## config.mk

```make
export PLATFORM = sky130hd
export DESIGN_NAME = rbs_fifo
export DESIGN_NICKNAME = d
export VERILOG_FILES = /design/src/sv/ray_box_slab_intersection_core_assert.svh /design/src/sv/rbs_pkg.sv /design/src/sv/rbs_fifo.sv
export SDC_FILE = /design/constraint.sdc
export NUM_CORES = 1
export LEC_CHECK = 0
export BUFFER_PORTS_ARGS = -buffer_cell sky130_fd_sc_hd__buf_2
export CAP_MARGIN = 20
export CELL_PAD_IN_SITES_DETAIL_PLACEMENT = 2
export CELL_PAD_IN_SITES_GLOBAL_PLACEMENT = 2
export CORE_MARGIN = 1
export CORE_UTILIZATION = 35
export DETAILED_ROUTE_END_ITERATION = 16
export PLACE_DENSITY = 0.82
export SLEW_MARGIN = 20
export SYNTH_ARGS = -nofsm -noshare
export SYNTH_HDL_FRONTEND = slang
export SYNTH_SLANG_ARGS = --single-unit
```

## constraint.sdc

```tcl
create_clock -name aclk -period 33.4 [get_ports aclk]
set_clock_uncertainty 0.15 [all_clocks]
set_input_delay 3.34 -clock aclk [delete_from_list [all_inputs] [get_ports aclk]]
set_output_delay 3.34 -clock aclk [all_outputs]
set_load 0.05 [all_outputs]
```

## src/sv/ray_box_slab_intersection_core_assert.svh

```systemverilog
// assertion macros for the ray box slab test rtl
`ifndef RAY_BOX_SLAB_INTERSECTION_CORE_ASSERT_SVH
`define RAY_BOX_SLAB_INTERSECTION_CORE_ASSERT_SVH

// same-cycle implication, clocked on aclk, off during reset
`define RBS_ASSERT_IMP(lbl, ante, cons) \
    lbl: assert property (@(posedge aclk) disable iff (!aresetn) (ante) |-> (cons)) \
        else $error("rbs assertion failed");

// next-cycle implication, clocked on aclk, off during reset
`define RBS_ASSERT_NEXT(lbl, ante, cons) \
    lbl: assert property (@(posedge aclk) disable iff (!aresetn) (ante) |=> (cons)) \
        else $error("rbs assertion failed");

`endif

```

## src/sv/rbs_pkg.sv

```systemverilog
// shared constants and types for the ray box slab test
package rbs_pkg;

    localparam int AXES      = 3;
    localparam int MAX_AXES  = 3;
    localparam int COORD_W   = 32;
    localparam int DIR_W     = 16;
    localparam int EPS_W     = 15;
    localparam int DIR_FRAC  = 14;
    localparam int MAG_W     = COORD_W;
    localparam int NUM_W     = MAG_W + DIR_FRAC;
    localparam int DEN_W     = DIR_W;
    localparam int QUO_W     = NUM_W + 1;
    localparam int FIFO_DEPTH = 2;
    localparam int FIFO_AW   = $clog2(FIFO_DEPTH);

    localparam logic [EPS_W-1:0] EPS_RESET = EPS_W'(1);

    localparam logic signed [QUO_W-1:0] T_MAX =
        {{(QUO_W-COORD_W+1){1'b0}}, {(COORD_W-1){1'b1}}};
    localparam logic signed [QUO_W-1:0] T_MIN =
        {{(QUO_W-COORD_W+1){1'b1}}, {(COORD_W-1){1'b0}}};
    localparam logic [COORD_W-1:0] OUT_MAX = {1'b0, {(COORD_W-1){1'b1}}};
    localparam logic [COORD_W-1:0] OUT_MIN = {1'b1, {(COORD_W-1){1'b0}}};

    typedef struct packed {
        logic              par;
        logic              pmiss;
        logic              neg_lo;
        logic              neg_hi;
        logic [MAG_W-1:0]  mag_lo;
        logic [MAG_W-1:0]  mag_hi;
        logic [DEN_W-1:0]  den;
    } rbs_axis_t;

    typedef rbs_axis_t [MAX_AXES-1:0] rbs_item_t;

    typedef struct packed {
        logic par;
        logic pmiss;
        logic neg_lo;
        logic neg_hi;
    } rbs_side_t;

    typedef rbs_side_t [MAX_AXES-1:0] rbs_sides_t;

endpackage

```

## src/sv/rbs_fifo.sv

```systemverilog
// two-entry queue between the classify front and the divide back
module rbs_fifo import rbs_pkg::*; (
    input  logic      aclk,
    input  logic      aresetn,
    input  logic      push,
    input  rbs_item_t push_data,
    output logic      full,
    input  logic      pop,
    output logic      not_empty,
    output rbs_item_t head
);

    rbs_item_t          mem [FIFO_DEPTH];
    logic [FIFO_AW-1:0] wr_ptr_reg, wr_ptr_next;
    logic [FIFO_AW-1:0] rd_ptr_reg, rd_ptr_next;
    logic [FIFO_AW:0]   count_reg, count_next;
    logic               do_push, do_pop;

    assign full      = (count_reg == (FIFO_AW+1)'(FIFO_DEPTH));
    assign not_empty = (count_reg != '0);
    assign head      = mem[rd_ptr_reg];
    assign do_push   = push && !full;
    assign do_pop    = pop && not_empty;

    always_comb begin
        wr_ptr_next = do_push ? wr_ptr_reg + 1'b1 : wr_ptr_reg;
        rd_ptr_next = do_pop ? rd_ptr_reg + 1'b1 : rd_ptr_reg;
        count_next  = count_reg + (FIFO_AW+1)'(do_push) - (FIFO_AW+1)'(do_pop);
    end

    always_ff @(posedge aclk) begin
        if (!aresetn) begin
            wr_ptr_reg <= '0;
            rd_ptr_reg <= '0;
            count_reg  <= '0;
        end else begin
            wr_ptr_reg <= wr_ptr_next;
            rd_ptr_reg <= rd_ptr_next;
            count_reg  <= count_next;
        end
    end

    always_ff @(posedge aclk) begin
        if (do_push) begin
            mem[wr_ptr_reg] <= push_data;
        end
    end

endmodule

```

==> out/metrics.cfg <==
[finish]
largest_reg_flops = 504
area_delta_synth_final_pct = 27.03
fin_area_sq_um = 23480
mostFrequentLayoutCell = buf_2
layout-drive-gt1-share_pct = 60.54
multi_input_area_sq_um = 2975
post-route-util_pct = 45.39
nFillCells = 4825
layout_common_cells = buf_2 (509), edfxtp_1 (504), mux2_2 (252)
seq_area_sq_um = 15240
nets = 1616

[drt]
dr.pass1.iters = 4
via_per_inst = 4.712
remaining_drc_errors = 0
wirelength_mm = 52.41
drtIter0Drc = 367
ant_nets = 0
via_count = 9849
routedWlPerCell_um = 25.08

[synth]
syn_nets = 1069
synth.yosys.seq_area_share_pct = 82.44
syn_area_sq_um = 18480
synth.distinct_cells = 18
synth_warnings = 0
ys_seq_elements = 509
netlist_instances = 811
syn_area_per_cell_sq_um = 22.79

[clock_network]
cts_tree = done
root_buffer = clkbuf_16
clock_latency_ps = 570
post_cts_resize_count = 0
cts-buffers-inserted = 54
postCtsHoldBufs = 0
clkTransAtPathRegs_ps = 60
cts_setup_buffers = 0
cts_sinks = 509
htreeDepth = 2
cts.path.max_buffers = 3

[sta]
fmax_mhz = 139.4
fin_crit_ps = 7171
worst_slack_ps = 26230
hold_ws_ps = 386.4
slew_headroom_pct = 26.83
fin_setup_tns_ps = 0
worstMarginPinSlew_ps = 1098
setup_viol = 0
rsz0062_at_grt = false
slew_viol_final = 0
period_share_pct = 21.47
hold_violations = 0

[global_route]
grt_max_degree = 82
grt_first_pass_wirelength_mm = 73.60
antenna_found_initial = 21
first_global_vias = 11170
grt-ovfl-total = 0
grt_use_total_pct = 18.92

[pwr]
power.density_nw_per_um2 = 96.86
ir_worst_vdd_mv = 0.06888
p_leak_nw = 8.667

[critical_path]
r2r-end = mem[1][161]
end_kind = output port
startpoint_type = flop
worst_ep_required_time_ps = 29910
arrival_ps = 3680
r2r_cells = 4
r2r-start = count_reg[0]
crit_fanout = 71
r2r_slack_ps = 29630
crit_type = reg -> out

[floorplanning]
start_util_pct = 35.73
dieHeight_um = 231.8
die_w_um = 231.8
boundaryPins = 510
die-area_sq_um = 53720
num_rows = 83
core_sq_um = 51720

[placement]
place_congestion = 0.7918
port_buffers = 509
place_area_sq_um = 21700
place_ws_ps = 26770
dp_hpwl_mm = 37.26

[worst_hold_path]
holdPathEnd = rd_ptr_reg
min-delay-start = rd_ptr_reg
hold_path_depth = 2
min_path_type = reg -> reg

[job]
maxCapViolCount = 0

[status]
status = complete, no violations

==> worst max-delay path by stage <==
stage                 to  cells past startpoint  start
2_1_floorplan  mem[0][0]                      2   push
3_5_place_dp   head[134]                      4   flop
3_3_place_gp   head[135]                      4   flop
6_report        head[73]                      4   flop
5_1_grt         head[73]                      4   flop
4_1_cts         head[73]                      4   flop
==> worst max-delay path, stage by stage (launching register included) <==
cell     delay (ps)
dfxtp_4         680
buf_4           820
buf_4           760
mux2_2          430
buf_2           210
==> cells in the mapped netlist <==
library cell    n  area share (%)
ha_1            2            0.14
o21a_1          1           0.041
and2_1          2           0.068
nor2_1          4           0.081
xor2_1          1           0.047
xnor2_1         1           0.047
nand2b_1        2           0.068
buf_6          21             1.3
mux2_2        252              15
and3_1          1           0.034
or2_2           1           0.034
nor3_1          1           0.027
mux2i_1         1           0.054
buf_2           7            0.19
nand2_1         2           0.041
dfxtp_1         5            0.54
edfxtp_1      504              82
inv_1           3           0.061
==> metrics by stage <==
| step | instances | power (mW) |
|---|---|---|
| finish | 2090 | 2.274 |
| global route | 2087 | 2.352 |
| floorplan | 811 | 1.535 |
| CTS | 2079 | 2.305 |
| global placement | 1982 | 1.665 |
| detailed placement | 1982 | 1.697 |
==> metal layers <==
metal	GRT usage [%]	share of wire, %	vias up
met3	6.569	8.8	104
met2	35.13	54	432
met5	0	0.26	-
li1	-	-	4347
met4	7.011	2.8	20
met1	19.37	35	4946
==> power breakdown <==
group          internal, mW  total [mW]  switching [mW]
registers             0.826       0.864          0.0382
logic                 0.206       0.814           0.608
clock network         0.355       0.596           0.241
total                  1.39        2.27           0.887
==> layout make-up <==
class	count	area share [%]
antenna	11	0.1173
inverter	3	0.04797
timing repair buffer	519	11.17
multi-input combinational	271	12.67
clock buffer	70	6.284
sequential	509	64.91
tap	680	3.624
clock inverter	27	1.167
==> cell families (layout without fill, tap and decap cells) <==
group | after synthesis | in the layout | synth area share, %
other | 0 | 11 | 0
flip-flops | 509 | 509 | 82.44
buffers and inverters | 31 | 619 | 1.530
XOR/XNOR | 2 | 2 | 0.09480
adder cells (fa/ha/maj) | 2 | 2 | 0.1354
AND/OR/NAND/NOR | 13 | 13 | 0.3521
AO/OA/AOI/OAI | 1 | 1 | 0.04064
multiplexers | 253 | 253 | 15.41
Note: power is estimated with default switching activity, not from simulation.
