$ cat config.mk
export PLATFORM = sky130hd
export DESIGN_NAME = rbs_front
export DESIGN_NICKNAME = d
export VERILOG_FILES = /design/src/sv/ray_box_slab_intersection_core_assert.svh /design/src/sv/rbs_pkg.sv /design/src/sv/rbs_front.sv
export SDC_FILE = /design/constraint.sdc
export NUM_CORES = 1
export LEC_CHECK = 0
export ABC_CLOCK_PERIOD_IN_PS = 10400
export BUFFER_PORTS_ARGS = -buffer_cell sky130_fd_sc_hd__buf_2
export CORE_AREA = 3 3 237 239
export CTS_BUF_LIST = sky130_fd_sc_hd__clkbuf_4
export DETAILED_ROUTE_END_ITERATION = 8
export DIE_AREA = 0 0 240 242
export PLACE_DENSITY = 0.71
export SKIP_CTS_REPAIR_TIMING = 1
export SLEW_MARGIN = 20
export SYNTH_ARGS = -nofsm -noshare
export SYNTH_HDL_FRONTEND = slang
export SYNTH_SLANG_ARGS = --single-unit
$ cat constraint.sdc
create_clock -name aclk -period 10.4 [get_ports aclk]
set_clock_uncertainty 0.2 [all_clocks]
set_input_delay 1.56 -clock aclk [delete_from_list [all_inputs] [get_ports aclk]]
set_output_delay 1.56 -clock aclk [all_outputs]
set_load 0.02 [all_outputs]
$ cat src/sv/ray_box_slab_intersection_core_assert.svh
// assertion macros for the ray box slab test rtl
`ifndef RAY_BOX_SLAB_INTERSECTION_CORE_ASSERT_SVH
`define RAY_BOX_SLAB_INTERSECTION_CORE_ASSERT_SVH

// same-cycle implication, clocked on aclk, off during reset
`define RBS_ASSERT_IMP(lbl, ante, cons) \
    lbl: assert property (@(posedge aclk) disable iff (!aresetn) (ante) |-> (cons)) \
        else $error("rbs assertion failed");

// next-cycle implication, clocked on aclk, off during reset
`define RBS_ASSERT_NEXT(lbl, ante, cons) \
    lbl: assert property (@(posedge aclk) disable iff (!aresetn) (ante) |=> (cons)) \
        else $error("rbs assertion failed");

`endif

$ cat src/sv/rbs_pkg.sv
// shared constants and types for the ray box slab test
package rbs_pkg;

    localparam int AXES      = 3;
    localparam int MAX_AXES  = 3;
    localparam int COORD_W   = 32;
    localparam int DIR_W     = 16;
    localparam int EPS_W     = 15;
    localparam int DIR_FRAC  = 14;
    localparam int MAG_W     = COORD_W;
    localparam int NUM_W     = MAG_W + DIR_FRAC;
    localparam int DEN_W     = DIR_W;
    localparam int QUO_W     = NUM_W + 1;
    localparam int FIFO_DEPTH = 2;
    localparam int FIFO_AW   = $clog2(FIFO_DEPTH);

    localparam logic [EPS_W-1:0] EPS_RESET = EPS_W'(1);

    localparam logic signed [QUO_W-1:0] T_MAX =
        {{(QUO_W-COORD_W+1){1'b0}}, {(COORD_W-1){1'b1}}};
    localparam logic signed [QUO_W-1:0] T_MIN =
        {{(QUO_W-COORD_W+1){1'b1}}, {(COORD_W-1){1'b0}}};
    localparam logic [COORD_W-1:0] OUT_MAX = {1'b0, {(COORD_W-1){1'b1}}};
    localparam logic [COORD_W-1:0] OUT_MIN = {1'b1, {(COORD_W-1){1'b0}}};

    typedef struct packed {
        logic              par;
        logic              pmiss;
        logic              neg_lo;
        logic              neg_hi;
        logic [MAG_W-1:0]  mag_lo;
        logic [MAG_W-1:0]  mag_hi;
        logic [DEN_W-1:0]  den;
    } rbs_axis_t;

    typedef rbs_axis_t [MAX_AXES-1:0] rbs_item_t;

    typedef struct packed {
        logic par;
        logic pmiss;
        logic neg_lo;
        logic neg_hi;
    } rbs_side_t;

    typedef rbs_side_t [MAX_AXES-1:0] rbs_sides_t;

endpackage

$ cat src/sv/rbs_front.sv
// input stage: epsilon register, slab offsets, parallel classification
module rbs_front import rbs_pkg::*; (
    input  logic                      aclk,
    input  logic                      aresetn,
    input  logic                      cfg_wr_en,
    input  logic [EPS_W-1:0]          cfg_wr_data,
    input  logic                      s_valid,
    output logic                      s_ready,
    input  logic signed [COORD_W-1:0] origin [MAX_AXES],
    input  logic signed [DIR_W-1:0]   dir    [MAX_AXES],
    input  logic signed [COORD_W-1:0] box_lo [MAX_AXES],
    input  logic signed [COORD_W-1:0] box_hi [MAX_AXES],
    output logic                      item_valid,
    output rbs_item_t                 item,
    input  logic                      item_ready
);

    logic [EPS_W-1:0]  eps_reg;
    logic              front_valid_reg, front_valid_next;
    rbs_item_t         item_reg, item_next;
    logic [COORD_W:0]  diff_lo [MAX_AXES];
    logic [COORD_W:0]  diff_hi [MAX_AXES];
    logic [DIR_W-1:0]  dabs    [MAX_AXES];
    logic              accept;

    assign s_ready    = !front_valid_reg || item_ready;
    assign accept     = s_valid && s_ready;
    assign item_valid = front_valid_reg;
    assign item       = item_reg;

    always_comb begin
        item_next = '0;
        for (int a = 0; a < MAX_AXES; a++) begin
            diff_lo[a] = {box_lo[a][COORD_W-1], box_lo[a]} - {origin[a][COORD_W-1], origin[a]};
            diff_hi[a] = {box_hi[a][COORD_W-1], box_hi[a]} - {origin[a][COORD_W-1], origin[a]};
            dabs[a]    = dir[a][DIR_W-1] ? DIR_W'(-dir[a]) : DIR_W'(dir[a]);
            if (a < AXES) begin
                item_next[a].par    = (dir[a] == '0) || (dabs[a] < {1'b0, eps_reg});
                item_next[a].pmiss  = item_next[a].par
                                      && ((origin[a] < box_lo[a]) || (origin[a] > box_hi[a]));
                item_next[a].neg_lo = diff_lo[a][COORD_W] ^ dir[a][DIR_W-1];
                item_next[a].neg_hi = diff_hi[a][COORD_W] ^ dir[a][DIR_W-1];
                item_next[a].mag_lo = diff_lo[a][COORD_W] ? MAG_W'(~diff_lo[a] + 1'b1)
                                                          : MAG_W'(diff_lo[a]);
                item_next[a].mag_hi = diff_hi[a][COORD_W] ? MAG_W'(~diff_hi[a] + 1'b1)
                                                          : MAG_W'(diff_hi[a]);
                item_next[a].den    = dabs[a];
            end else begin
                item_next[a].par = 1'b1;
            end
        end
        front_valid_next = accept || (front_valid_reg && !item_ready);
    end

    always_ff @(posedge aclk) begin
        if (!aresetn) begin
            eps_reg         <= EPS_RESET;
            front_valid_reg <= 1'b0;
        end else begin
            if (cfg_wr_en) begin
                eps_reg <= cfg_wr_data;
            end
            front_valid_reg <= front_valid_next;
        end
    end

    always_ff @(posedge aclk) begin
        if (accept) begin
            item_reg <= item_next;
        end
    end

endmodule

==> summary.md <==
For the first-pass iteration count of the detailed router, the log shows 6. Yosys attributes the largest share of cell area to sky130_fd_sc_hd__edfxtp_1 (28%), sky130_fd_sc_hd__ha_1 (11%), sky130_fd_sc_hd__xnor2_1 (7.7%), sky130_fd_sc_hd__a21oi_1 (4.8%), sky130_fd_sc_hd__xor2_1 (3.5%). The clock network accounts for 21.2% of the total power. The tools report the initial antenna violation count as 28. The arrival time at the worst endpoint was 5.56 ns; the minimum clock period after layout was 5.246 ns. Compared with the post-synthesis result, the final layout area differs by 16.69%. Buffers placed on the I/O ports in this run total 609.

Sorting the synthesized cells by how often they occur yields sky130_fd_sc_hd__a21oi_1 (262), sky130_fd_sc_hd__edfxtp_1 (252), sky130_fd_sc_hd__ha_1 (249). Of the synthesized area, sequential elements account for 28.93%. The synthesized area per cell works out to 8.705 µm². The final hold slack is 0.3242 ns. For the total of max-cap violations, the log shows 0. The count of pins over their slew limit was 0; the maximum number of pins on one net before global-route repair was 73. The total via count in the routed design came out at 26.75k. Setup repair after global routing left no endpoint under its margin.

Of the post-synthesis cell area, the dominant cell type holds 27.75%. Registers are responsible for 32.9% of the overall power. For this block, the initial DRC count from the detailed router was 1971.

The switching fraction of total power is 41.14%. Clock tree synthesis inserted a total of 77 buffers. During I/O placement, the number of pins put on the boundary was 610. Counting every instance in the synthesized netlist gives 3132. Clock tree synthesis selected as its root buffer the cell sky130_fd_sc_hd__clkbuf_4. The critical path in this run is classified as in2reg.

Of all cell types, the one taking the most synthesized area is sky130_fd_sc_hd__edfxtp_1. The total power per unit cell area is 146.1 nW/µm², and the ratio of final minimum period to clock period is 50.44%. The global-route wire length before repair is 137200 µm. OpenSTA, run right after detailed placement, puts the worst setup slack at 4.421 ns. The register with the most flip-flops in the layout has 252 of them.

Initial core utilization: 50.47%. The Yosys step of the flow raised 0 warnings. The flow ran to the end, and the final reports show no timing, DRC or antenna violations. The placement row count was 85; the maximum VDD drop was 0.1039 mV. The post-detailed-placement half-perimeter wirelength was 74810 µm. Measured against its own limit, the worst slew margin works out to 29.52%. Final hold violation count: 0. The logs give 24.56k for the via count of the first global-routing pass and 0 ns for the final setup TNS. The switching power of the nets is 1.913 mW.

TritonCTS built the clock tree. After detailed routing, the average wire length per cell comes to 20.40 µm. The fraction of layout cells with a size suffix above 1 is 21.53%. The synthesized design contains 268 register bits.

The die covers 58080 µm². The transition time at the pin with the least slew margin is 1.052 ns, and the per-cell via count in the routed design is 5.960. In the post-route analysis, the smallest setup slack over all paths is 5.154 ns.

Path class of the lowest-slack min-delay path: reg2reg. In this run the vertical extent of the chip is 242 µm. Summed over all layers, the global routing overflow is 0.

In this run the worst path has a maximum fanout of 22. The worst setup path is captured at a flip-flop. For the worst setup path, the data required time is 10.72 ns. Clock latency on the worst-skew pair, taken at its later pin, is 0.82 ns. The run gives 0 as the residual antenna-violating net count after detailed routing.

For the fmax, the log shows 190.6 MHz. Final setup violation count: 0. The commonest register cell after synthesis is sky130_fd_sc_hd__edfxtp_1.

The async set or reset register ratio after synthesis was 0%; the post-synthesis cell area was 27260 µm². In the global route stage, overall resource usage came out at 29.83%. Cell with the most instances after synthesis: sky130_fd_sc_hd__a21oi_1.

Counting along the longest clock path gives a buffer depth of 3. The count of cell types in the netlist was 112; the part of the power in combinational logic was 45.9%. CTS built an H-tree with a depth of 3.

The type of element launching the critical path is an input port. The tools report the final estimated routing congestion in global placement as 0.9759. The internal power component is 2.736 mW, and the clock slew seen by the registers of the worst setup and hold paths is 0.06 ns. The post-layout net count is 4328.

From left edge to right edge, the die measures 240 µm. Wires add up to 91570 µm. Clock tree synthesis found a total of 268 sinks. Counting flops with a built-in enable in the synthesized netlist gives 252.

Counting every net in the synthesized netlist gives 3743. The static leakage power was 13.89 nW. After floorplanning, the core was sized to cover 54030 µm². In the routed design, unresolved DRC markers number 0.
[layer usage]
metal | global-route usage [%] | wire length, µm | vias up
met3 | 6.273 | 7591 | 201
met5 | 0 | 105 | -
met1 | 38.63 | 38080 | 12490
met4 | 12.91 | 3568 | 14
li1 | - | - | 12960
met2 | 48.06 | 42230 | 1086
[power groups by stage]
stage,sequential [mW],clock [mW],combinational [mW]
after floorplan,1.78,0,1.25
after global placement,1.55,0,2.09
after detailed placement,1.55,0,2.10
after CTS,1.53,1.02,2.12
after global routing,1.54,1.08,2.32
final,1.53,0.985,2.13
[through the flow]
stage               power [mW]  cells  cell area (µm²)  utilization, %
floorplan                3.031   3132            27260               -
global placement         3.636   4334            30820           57.04
detailed placement       3.649   4334            30820           57.04
CTS                      4.666   4467            31760           58.78
global route             4.944   4487            31810           58.88
finish                   4.649   4488            31820           58.89
[worst paths after layout]
kind / startpoint / to / slack (ns) / cells after the start
hold reg to reg: eps_reg[13] / eps_reg[13] / 0.32 / 2
hold / removal: eps_reg[13] / eps_reg[13] / 0.32 / 2
setup reg to reg: eps_reg[1] / item[166] / 7.72 / 11
setup / recovery: box_lo[32] / item[151] / 5.15 / 15
[worst max-delay path, cell delays in order]
cell	delay (ns)
sky130_fd_sc_hd__buf_2	0.10
sky130_fd_sc_hd__inv_1	0.04
sky130_fd_sc_hd__ha_1	0.15
sky130_fd_sc_hd__inv_1	0.06
sky130_fd_sc_hd__fa_1	0.39
sky130_fd_sc_hd__a21o_1	0.21
sky130_fd_sc_hd__a221o_1	0.39
sky130_fd_sc_hd__a22oi_2	0.20
sky130_fd_sc_hd__o41ai_1	0.18
sky130_fd_sc_hd__or2_1	0.30
sky130_fd_sc_hd__a221o_1	0.36
sky130_fd_sc_hd__a221o_1	0.44
sky130_fd_sc_hd__xnor2_2	0.84
sky130_fd_sc_hd__nor2_1	0.15
sky130_fd_sc_hd__xor2_1	0.18
[cells by family (layout without fill, tap and decap cells)]
logic type,count (synthesis),after routing,share of synthesized area [%]
compound gates,968,968,23.89
xor+xnor,350,350,11.33
fa+ha+maj,255,255,11.87
buf+inv,311,950,4.392
flops,268,268,28.93
mux,36,36,1.368
other cells,0,21,0
simple gates,944,944,18.23
[placed cells by master, fill, tap and decap left out, types with 63 or more instances in the layout]
master	netlist	final
sky130_fd_sc_hd__nor3_1	78	78
sky130_fd_sc_hd__edfxtp_1	252	252
sky130_fd_sc_hd__nand2_1	234	234
sky130_fd_sc_hd__ha_1	249	249
sky130_fd_sc_hd__inv_1	200	200
sky130_fd_sc_hd__clkbuf_4	0	102
sky130_fd_sc_hd__a21oi_1	262	262
sky130_fd_sc_hd__nand3_1	63	63
sky130_fd_sc_hd__o21ai_0	169	169
sky130_fd_sc_hd__buf_2	12	609
sky130_fd_sc_hd__xor2_1	108	107
sky130_fd_sc_hd__xnor2_1	239	238
sky130_fd_sc_hd__a21o_1	113	113
sky130_fd_sc_hd__nor2_1	202	202
[cell type report]
cell class	instances	area (µm²)
fillers	4975	22210
multi-input cells	2553	18210
flip-flops and latches	268	7888
repair buffers	617	3108
well taps	696	870.8
clock buffers	102	765.7
inverters	200	750.7
clock inverters	31	172.7
diodes	21	52.55
No activity file was read; power rests on OpenSTA's default activity.
